### src/sv/scss_pkg.sv
// ----------------------------------------------------------------------------
// scss_pkg
// Shared constants and helpers of the chart sample store.
// ----------------------------------------------------------------------------
package scss_pkg;
   localparam int MAX_SERIES_DEF = 4;
   localparam int MAX_POINTS_DEF = 256;
   localparam logic signed [31:0] RESET_RANGE_MAX = 32'sd100;
   localparam logic [8:0] RESET_POINT_COUNT = 9'd10;
   localparam logic [12:0] PIX_MAX = 13'h1fff;
   localparam int DIV_W = 64;

   localparam logic [2:0] REG_RANGE_MIN   = 3'd0;
   localparam logic [2:0] REG_RANGE_MAX   = 3'd1;
   localparam logic [2:0] REG_POINT_COUNT = 3'd2;
   localparam logic [2:0] REG_SERIES_CNT  = 3'd3;
   localparam logic [2:0] REG_AREA_X      = 3'd4;
   localparam logic [2:0] REG_AREA_Y      = 3'd5;
   localparam logic [2:0] REG_AREA_W      = 3'd6;
   localparam logic [2:0] REG_AREA_H      = 3'd7;

   localparam logic [1:0] FUNC_SET  = 2'd0;
   localparam logic [1:0] FUNC_PUSH = 2'd1;
   localparam logic [1:0] FUNC_READ = 2'd2;

   typedef struct packed {
      logic          start;
      logic [DIV_W-1:0] num;
      logic [DIV_W-1:0] den;
   } div_req_type;

   typedef struct packed {
      logic          done;
      logic [DIV_W-1:0] quo;
   } div_rsp_type;
endpackage

### src/sv/scss_div.sv
// ----------------------------------------------------------------------------
// scss_div
// Unsigned restoring divider, one quotient bit per cycle.
// ----------------------------------------------------------------------------
module scss_div (
   input  logic                  clock,
   input  logic                  reset,
   input  scss_pkg::div_req_type req,
   output scss_pkg::div_rsp_type rsp
);
   import scss_pkg::*;

   logic [DIV_W-1:0] quo_ff, quo_in;
   logic [DIV_W-1:0] rem_ff, rem_in;
   logic [DIV_W-1:0] den_ff, den_in;
   logic [6:0]       cnt_ff, cnt_in;
   logic             busy_ff, busy_in;
   logic             done_ff, done_in;
   logic [DIV_W:0]   trial;

   always_comb begin
      quo_in  = quo_ff;
      rem_in  = rem_ff;
      den_in  = den_ff;
      cnt_in  = cnt_ff;
      busy_in = busy_ff;
      done_in = 1'b0;
      trial   = '0;
      if (req.start) begin
         quo_in  = req.num;
         rem_in  = '0;
         den_in  = req.den;
         cnt_in  = 7'(DIV_W);
         busy_in = 1'b1;
      end else if (busy_ff) begin
         // shift in next numerator bit, subtract if it fits
         trial = {rem_ff, quo_ff[DIV_W-1]} - {1'b0, den_ff};
         if (!trial[DIV_W]) begin
            rem_in = trial[DIV_W-1:0];
            quo_in = {quo_ff[DIV_W-2:0], 1'b1};
         end else begin
            rem_in = {rem_ff[DIV_W-2:0], quo_ff[DIV_W-1]};
            quo_in = {quo_ff[DIV_W-2:0], 1'b0};
         end
         cnt_in = cnt_ff - 7'd1;
         if (cnt_ff == 7'd1) begin
            busy_in = 1'b0;
            done_in = 1'b1;
         end
      end
   end

   always_ff @(posedge clock) begin
      if (reset) begin
         busy_ff <= 1'b0;
         done_ff <= 1'b0;
         cnt_ff  <= '0;
      end else begin
         busy_ff <= busy_in;
         done_ff <= done_in;
         cnt_ff  <= cnt_in;
      end
      quo_ff <= quo_in;
      rem_ff <= rem_in;
      den_ff <= den_in;
   end

   assign rsp.done = done_ff;
   assign rsp.quo  = quo_ff;
endmodule

### config.mk
export PLATFORM = sky130hd
export DESIGN_NAME = scss_div
export DESIGN_NICKNAME = d
export VERILOG_FILES = /design/src/sv/scss_pkg.sv /design/src/sv/scss_div.sv
export SDC_FILE = /design/constraint.sdc
export NUM_CORES = 1
export LEC_CHECK = 0
export BUFFER_PORTS_ARGS = -buffer_cell sky130_fd_sc_hd__buf_2
export CORE_UTILIZATION = 35
export CTS_CLUSTER_SIZE = 10
export DETAILED_ROUTE_END_ITERATION = 12
export SYNTH_ARGS = -nofsm -noshare
export SYNTH_HDL_FRONTEND = slang
export SYNTH_SLANG_ARGS = --single-unit
### constraint.sdc
create_clock -name clock -period 2.9 [get_ports clock]
set_input_delay 0.58 -clock clock [delete_from_list [all_inputs] [get_ports clock]]
set_output_delay 0.58 -clock clock [all_outputs]
set_load 0.05 [all_outputs]
==> results of run 1 <==
sequential cells by signal, indices dropped and copies added (netlist names):
signal and count:
den_ff 64, quo_ff 64, rem_ff 64, cnt_ff 7
busy_ff 1, done_ff 1
layout by cell type (no fill, tap or decap), types with 44 or more instances in the layout:
| master | count |
|---|---|
| buf_4 | 195 |
| a21oi_1 | 68 |
| mux2_2 | 63 |
| dfxtp_1 | 72 |
| inv_1 | 89 |
| buf_2 | 194 |
| nand2_1 | 69 |
| ha_1 | 60 |
| mux2i_1 | 44 |
| nor2_1 | 110 |
| a211oi_1 | 49 |
| edfxtp_1 | 128 |
logic make-up after synthesis:
kind of cell,Yosys count,synth area share (%)
adders and majority gates,67,7.04
AOI/OAI and AO/OA,300,17.2
xor gates and xnor gates,62,4.52
buffers and inverters,154,5.62
DFF,201,44.2
and+or+nand+nor,293,11.3
muxes,114,10.2
routing by layer:
| layer | vias up | wire, µm | GRT usage (%) |
|---|---|---|---|
| met5 | - | 12 | 0 |
| met4 | 2 | 983 | 5.49 |
| met3 | 53 | 2090 | 4.32 |
| met2 | 303 | 15900 | 32.0 |
| met1 | 4803 | 15100 | 23.7 |
| li1 | 5120 | - | - |
worst reg2reg max path: cells and delay by family, from the launching register on:
| kind | cells | cell delay (ps) |
|---|---|---|
| fa+ha+maj | 1 | 330 |
| simple gates | 6 | 1110 |
| buf+inv | 4 | 450 |
| flops | 1 | 320 |
| compound gates | 4 | 820 |
path summary, 6_finish.rpt:
check | start | end | slack [ps] | depth (start not counted)
max | den_ff[43]$_DFFE_PP_ | rem_ff[57]$_SDFFE_PP0P_ | -200 | 15
min | req[6] | den_ff[6]$_DFFE_PP_ | 190 | 1
max reg2reg | den_ff[43]$_DFFE_PP_ | rem_ff[57]$_SDFFE_PP0P_ | -200 | 15
min reg2reg | cnt_ff[1]$_SDFFE_PP0P_ | cnt_ff[1]$_SDFFE_PP0P_ | 500 | 2
timing repair:
item / in CTS / in global routing
endpoints found under the setup margin: 65 / 65
gates cloned: 3 / 3
resized for setup: 37 / 71
hold buffers: 0 / 0
pin swaps: 29 / 36
setup buffers: 8 / 8
where the power goes:
part | total, µW | internal [µW] | leakage (µW) | switching (µW)
Clock | 3060 | 1790 | 0.000386 | 1280
Sequential | 3490 | 3340 | 0.00187 | 148
Combinational | 3180 | 1410 | 0.00482 | 1760
Total | 9730 | 6540 | 0.00707 | 3190
cell type report:
class / count / area (µm²)
clock buffers: 40 / 713
well taps: 448 / 561
flip-flops and latches: 201 / 5310
repair buffers: 410 / 2840
fillers: 3160 / 17200
clock inverters: 8 / 91.3
multi-input cells: 836 / 6530
inverters: 92 / 345
per-stage QoR:
stage          util, %  TNS [ps]  cell area [µm²]  cells  worst slack (ps)
2_1_floorplan        -    -21820            12000   1191              -382
6_report          48.7     -8560            16400   2035              -198
3_3_place_gp      44.0     -9770            14800   1967              -360
4_1_cts           47.2    -10260            15900   2024              -227
5_1_grt           48.7    -17310            16400   2035              -329
3_5_place_dp      44.0    -16310            14800   1967              -471
==> flow_summary_export.csv, run 1 <==
group,metric,value,unit
run_status,outcome,"finished, violations left",
run_status,violations,"setup timing",
clock_tree,path_clk_slew,60,ps
worst_setup_path,crit_path_end_kind,"flop",
global_route,grt_pass1_wl,53600,µm
logic_synthesis,synth.area.top_cells,"edfxtp_1 32%, dfxtp_1 12%, ha_1 6.9%, mux2_2 5.9%, mux2i_1 4.3%",
floorplan,die-area,35100,µm²
global_route,overflow,0,
clock_tree,cts_htree_levels,1,
clock_tree,cts_buffers,26,
timing,fmax,0.323,GHz
worst_setup_path,crit_arrival,3580,ps
floorplan,io_pins,196,
logic_synthesis,synth.top_cell.area_share,32.0,%
finish,drive_above_1_share,38.1,%
clock_tree,cts_num_sinks,201,
logic_synthesis,synth_edf_count,128,
power_and_ir_drop,ir_drop,0.488,mV
logic_synthesis,synth-warning-count,0,
routing,first_iter_violations,383,
logic_synthesis,synth-seq-area-share,44.2,%
routing,drc,0,
routing,route.vias.total,10300,
power_and_ir_drop,p_leak,0.00707,µW
global_route,grt_max_degree,67,
worst_hold_path,hold_class,"input pin to flop",
logic_synthesis,syn_area,12000,µm²
worst_setup_path,path_buf_inv,4,
worst_setup_path,critical_path_required,3380,ps
logic_synthesis,synthArstFlopShare,0,%
timing,finalHoldViolCount,0,
timing,worst_slew_pin_slew,708,ps
power_and_ir_drop,p_per_area,594,nW/µm²
timing,rsz0062_at_grt,"yes",
floorplan,die_y,187,µm
finish,diodes,0,
logic_synthesis,ys_top_cells_by_count,"128 x edfxtp_1, 112 x nor2_1, 91 x inv_1, 75 x a21oi_1, 73 x dfxtp_1",
timing,setup_viol,64,
timing,timing.final.ws_setup,-198,ps
logic_synthesis,syn_area_per_cell,10.1,µm²
routing,via_per_inst,5.05,
timing,report.final.slew_viol_count,0,
logic_synthesis,yosysTopAreaCell,"edfxtp_1",
logic_synthesis,syn_inst,1191,
logic_synthesis,synth_nets,1389,
logic_synthesis,yosysMostFrequentCell,"edfxtp_1",
global_route,grt_use_total,18.8,%
floorplan,rows,67,
worst_setup_path,path_class,"flop to flop",
floorplan,die_w,187,µm
worst_setup_path,cp_slowest_cell,"ha_1",
logic_synthesis,synth_cell_types,74,
clock_tree,clock_path_buffers,3,
routing,wl,34100,µm
place,dpl.hpwl,24500,µm
worst_setup_path,critPathMaxStageDelay,330,ps
floorplan,start_util,35.7,%
job,max_cap_viol_count,0,
routing,wire_per_inst,16.8,µm
finish,area_growth,36.4,%
finish,num-nets-final,1765,
logic_synthesis,synth_seq_cells,201,
place,gp_congestion,0.882,
worst_setup_path,cp-start-kind,"flop",
routing,first_pass_iters,5,
timing,slew-limit-headroom,52.8,%
worst_setup_path,crit_path_max_fanout,7,
timing,finClkSkew,28.9,ps
timing,post-route-period-util,107,%
worst_setup_path,crit_top_cell,"o2111ai_2",
clock_tree,clock_latency,570,ps
clock_tree,cts_root_buf,"clkbuf_16",
place,io_buffers,195,
floorplan,core_area,33600,µm²
power_and_ir_drop,power.total,9730,µW
worst_setup_path,crit_path_cell_trace,"inv_1 -> ha_1 -> buf_4 -> and3_1 -> and4_1 -> nand2_1 -> nor3_1 -> nand2b_1 -> o2111ai_2 -> a21o_2 -> and2_4 -> buf_12 -> buf_8 -> o2111ai_2 -> a311oi_2",
clock_tree,cts_tree,"yes",
global_route,grt_pass1_vias,10500,
timing,period_needed,3100,ps
global_route,antenna_found_initial,1,
routing,ant_nets,0,
timing,whs,185,ps
logic_synthesis,ys.flop_type,"edfxtp_1",
worst_setup_path,cp_top_family,"simple AND/OR/NAND/NOR gates",
(Power assumes the default switching activity.)
==> inputs of run 2 (changes only) <==
Settings changed: CORE_ASPECT_RATIO from default to 0.75, CORE_MARGIN from default to 3.
Clock period 2.9 ns to 3.8 ns, I/O delays scaled along.
==> flow_summary_export.csv, run 2 (synthesized netlist as in run 1, its figures left out) <==
group,metric,value,unit
run_status,outcome,"complete, no violations",
floorplan,die_y,166,µm
routing,ant_nets,0,
floorplan,core_area,33700,µm²
floorplan,die_w,220,µm
clock_tree,cts_tree,"yes",
worst_setup_path,crit_arrival,3970,ps
worst_hold_path,whs_path_depth,1,
clock_tree,clock_latency,550,ps
timing,period_needed,3510,ps
global_route,antenna_found_initial,3,
worst_setup_path,critical_path_required,4260,ps
worst_hold_path,hold_start,"req[25]",
global_route,grt_pass1_wl,49400,µm
floorplan,start_util,35.7,%
finish,layout_common_cells,"194 x buf_2, 128 x edfxtp_1, 112 x nor2_1",
clock_tree,path_clk_slew,60,ps
place,dp_cells,1790,
routing,via_per_inst,5.14,
routing,route.vias.total,9441,
worst_setup_path,cp-start-kind,"flop",
place,gp_congestion,0.895,
timing,setup_viol,0,
clock_tree,cts_htree_levels,1,
power_and_ir_drop,ir_drop,0.331,mV
finish,regArea,5310,µm²
worst_setup_path,path_class,"flop to flop",
worst_hold_path,hold_end,"den_ff[25]$_DFFE_PP_",
floorplan,io_pins,196,
worst_setup_path,crit_path_cell_trace,"inv_1 -> ha_1 -> fa_1 -> nor2b_1 -> o31ai_1 -> a31oi_1 -> o31ai_1 -> buf_4 -> o21ai_0 -> a21boi_0 -> o21ai_0 -> xnor2_1 -> mux2i_1 -> a211oi_1",
clock_tree,cts_num_sinks,201,
worst_setup_path,crit_path_end_kind,"flop",
global_route,grt_pass1_vias,9270,
worst_setup_path,worstReg2RegEnd,"rem_ff[32]$_SDFFE_PP0P_",
finish,multi_input_area,6040,µm²
clock_tree,clock_path_buffers,3,
timing,finClkSkew,15.2,ps
clock_tree,cts_root_buf,"clkbuf_16",
worst_setup_path,cp_top_family,"compound AO/OA/AOI/OAI gates",
routing,first_iter_violations,571,
clock_tree,postCtsHoldBufs,0,
finish,reg_top3,"den_ff x64, quo_ff x64, rem_ff x64",
timing,slew-limit-headroom,38.9,%
finish,nFillCells,3343,
worst_setup_path,r2r_slack,290,ps
timing,rsz0062_at_grt,"no",
timing,finalSetupTns,0,ps
power_and_ir_drop,p_per_area,477,nW/µm²
global_route,overflow,0,
worst_hold_path,hold_class,"input pin to flop",
job,max_cap_viol_count,0,
worst_setup_path,startpoint,"quo_ff[63]$_DFFE_PP_",
timing,fmax,0.285,GHz
floorplan,die-area,36600,µm²
worst_setup_path,path_buf_inv,2,
clock_tree,cts_buffers,25,
finish,diodes,0,
finish,drive_above_1_share,23.7,%
finish,area_growth,17.8,%
worst_setup_path,crit_path_max_fanout,4,
finish,num-nets-final,1565,
timing,worst_slew_pin_slew,917,ps
global_route,grt_use_total,16.6,%
global_route,grt_max_degree,123,
worst_setup_path,critPathMaxStageDelay,460,ps
worst_setup_path,r2r-start,"quo_ff[63]$_DFFE_PP_",
worst_setup_path,r2r_cells,14,
routing,first_pass_iters,6,
finish,final_common_cell,"buf_2",
worst_setup_path,cp_slowest_cell,"o21ai_0",
place,io_buffers,195,
place,dpl.hpwl,22800,µm
timing,post-route-period-util,92.3,%
finish,final_cells,1836,
floorplan,rows,58,
routing,wl,31100,µm
timing,report.final.slew_viol_count,0,
timing,finalHoldViolCount,0,
power_and_ir_drop,p_leak,0.00595,µW
routing,drc,0,
routing,wire_per_inst,16.9,µm
## run 2: final cells by class
type,instances,area share (%)
inverter,92,2.44
timing repair buffer,211,8.06
clock inverter,3,0.212
multi-input combinational,836,42.7
tap,450,3.98
clock buffer,43,5.11
sequential,201,37.5
## run 2: power breakdown
group          internal [µW]  total, µW  leakage [µW]  switching (µW)
Sequential              2550       2680       0.00187             126
Clock                   1290       2230      0.000363             938
Combinational            696       1850       0.00371            1150
## run 2: how the worst max path moves through the flow
stage                                         end  cells after the start
after global routing      rem_ff[35]$_SDFFE_PP0P_                     14
after floorplan           rem_ff[62]$_SDFFE_PP0P_                     15
after detailed placement  rem_ff[23]$_SDFFE_PP0P_                     14
final                     rem_ff[32]$_SDFFE_PP0P_                     14
after global placement    rem_ff[57]$_SDFFE_PP0P_                     13
after CTS                 rem_ff[23]$_SDFFE_PP0P_                     14
## run 2: metrics by stage
step | cell area (µm²) | utilization [%] | worst slack [ps] | total power (µW) | hold slack (ps)
floorplan | 12000 | - | 437 | 4100 | 469
global placement | 13400 | 39.8 | 424 | 4540 | 490
detailed placement | 13400 | 39.8 | 295 | 4560 | 496
CTS | 14100 | 42.0 | 275 | 6840 | 353
global route | 14100 | 42.0 | 3.34 | 7130 | 356
finish | 14100 | 42.0 | 292 | 6750 | 387
## run 2: worst register-to-register path, stage by stage, from the launching register on
cell	delay (ps)
edfxtp_1	370
inv_1	60
ha_1	220
fa_1	410
nor2b_1	170
o31ai_1	100
a31oi_1	260
o31ai_1	130
buf_4	160
o21ai_0	460
a21boi_0	320
o21ai_0	290
xnor2_1	170
mux2i_1	100
a211oi_1	230
## run 2: repair_timing
action / CTS / global route
setup endpoints to repair: 0 / 1
resized for setup: 0 / 1
setup buffers: 0 / 0
## run 2: per-layer routing
layer / vias up / GRT usage [%] / share of wire, %
li1: 4719 / - / -
met1: 4417 / 24.0 / 49
met2: 258 / 24.9 / 42
met3: 41 / 4.58 / 7.1
met4: 6 / 3.19 / 1.7
met5: - / 0 / 0.15
==> inputs of run 3 (changes only) <==
Clock period 3.8 ns to 3.6 ns, I/O delays scaled along.
==> flow_summary_export.csv, run 3 (synthesized netlist as in run 1, its figures left out) <==
group,metric,value,unit
run_status,outcome,"complete, no violations",
worst_hold_path,hold_class,"input pin to flop",
routing,ant_nets,0,
power_and_ir_drop,power.total,7230,µW
finish,nFillCells,3349,
power_and_ir_drop,ir_drop,0.536,mV
worst_setup_path,critical_path_required,3980,ps
timing,post-route-period-util,93.3,%
place,dpl.hpwl,23000,µm
timing,worst_slew_pin_slew,740,ps
routing,drc,0,
worst_setup_path,crit_path_cell_trace,"inv_1 -> ha_1 -> fa_1 -> nor2b_1 -> o31ai_2 -> a31oi_2 -> a31o_2 -> o21ai_4 -> o2111ai_2 -> nand3_2 -> and2_4 -> buf_12 -> mux2i_1 -> a211oi_1",
timing,report.final.slew_viol_count,0,
timing,setup_viol,0,
routing,first_pass_iters,5,
timing,finalSetupTns,0,ps
floorplan,die_w,220,µm
clock_tree,cts_tree,"yes",
timing,slew-limit-headroom,50.6,%
finish,diodes,0,
power_and_ir_drop,p_per_area,505,nW/µm²
routing,via_per_inst,5.19,
clock_tree,cts_num_sinks,201,
worst_setup_path,path_buf_inv,2,
power_and_ir_drop,p_leak,0.00602,µW
finish,drive_above_1_share,24.7,%
clock_tree,cts_htree_levels,1,
worst_setup_path,crit_path_max_fanout,25,
global_route,grt_max_degree,76,
global_route,overflow,0,
finish,num-nets-final,1577,
clock_tree,cts_buffers,25,
job,max_cap_viol_count,0,
clock_tree,path_clk_slew,60,ps
global_route,grt_use_total,16.7,%
worst_setup_path,crit_path_end_kind,"flop",
routing,wire_per_inst,17.0,µm
finish,area_growth,19.1,%
global_route,grt_pass1_vias,9489,
finish,reg_top3,"den_ff x64, quo_ff x64, rem_ff x64",
worst_setup_path,crit_arrival,3740,ps
finish,finalInstanceArea,14300,µm²
finish,final_common_cell,"buf_2",
timing,finClkSkew,11.8,ps
place,placed_area,13500,µm²
floorplan,core_area,33700,µm²
worst_setup_path,cp-start-kind,"flop",
routing,route.vias.total,9589,
floorplan,io_pins,196,
routing,wl,31400,µm
clock_tree,clock_latency,550,ps
worst_setup_path,critPathMaxStageDelay,380,ps
global_route,grt_pass1_wl,49900,µm
clock_tree,clock_path_buffers,3,
timing,rsz0062_at_grt,"no",
place,gp_congestion,0.895,
clock_tree,cts_root_buf,"clkbuf_16",
floorplan,die-area,36600,µm²
floorplan,rows,58,
worst_setup_path,cp_slowest_cell,"edfxtp_1",
timing,period_needed,3360,ps
timing,fmax,0.298,GHz
finish,layout_common_cells,"194 x buf_2, 128 x edfxtp_1, 112 x nor2_1",
timing,finalHoldViolCount,0,
place,io_buffers,195,
global_route,antenna_found_initial,2,
floorplan,die_y,166,µm
floorplan,start_util,35.7,%
routing,first_iter_violations,582,
worst_setup_path,path_class,"flop to flop",
worst_setup_path,cp_top_family,"compound AO/OA/AOI/OAI gates",
worst_setup_path,r2r_slack,240,ps
run 3: cell count changes in the layout (fill, tap and decap cells not counted), sizes merged:
cell    before  now
inv         94   93
clkinv       1    2
buf        211  223
run 3: worst paths after layout:
| path | endpoint | from | depth (start not counted) |
|---|---|---|---|
| max reg2reg | rem_ff[35]$_SDFFE_PP0P_ | quo_ff[63]$_DFFE_PP_ | 14 |
| min reg2reg | cnt_ff[1]$_SDFFE_PP0P_ | cnt_ff[1]$_SDFFE_PP0P_ | 2 |
| max | rem_ff[35]$_SDFFE_PP0P_ | quo_ff[63]$_DFFE_PP_ | 14 |
| min | busy_ff$_SDFF_PP0_ | reset | 2 |
run 3: metal layers:
layer | track usage (%) | wire, µm | vias up
li1 | - | - | 4741
met1 | 24.0 | 15100 | 4502
met2 | 25.1 | 13300 | 299
met3 | 4.96 | 2440 | 43
met4 | 3.44 | 551 | 4
met5 | 0 | 21 | -
run 3: where the power goes:
part           total [µW]  internal, µW  switching (µW)
combinational        1980           755            1230
sequential           2830          2690             136
clock                2420          1420            1000
total                7230          4870            2360
run 3: area by class of cell:
type | count | area [µm²] | area share [%]
Multi-Input combinational cell | 836 | 6060 | 42.4
Sequential cell | 201 | 5310 | 37.1
Timing Repair Buffer | 223 | 1240 | 8.68
Clock buffer | 43 | 754 | 5.27
Tap cell | 450 | 563 | 3.94
Inverter | 92 | 345 | 2.41
Clock inverter | 3 | 27.5 | 0.192
run 3: per-stage QoR:
stage / util [%] / hold WS, ps / worst slack [ps] / instances
4_1_cts: 42.3 / 300 / 59.3 / 1846
3_5_place_dp: 40.0 / 488 / 103 / 1800
3_3_place_gp: 40.0 / 486 / 236 / 1800
2_1_floorplan: - / 469 / 237 / 1191
6_report: 42.5 / 343 / 241 / 1848
5_1_grt: 42.5 / 313 / 3.64 / 1848
run 3: timing repair:
| action | CTS | global route |
|---|---|---|
| hold buffers | 0 | 0 |
| gates resized for setup | 0 | 8 |
| buffers inserted | 0 | 2 |
| setup endpoints to repair | 0 | 58 |
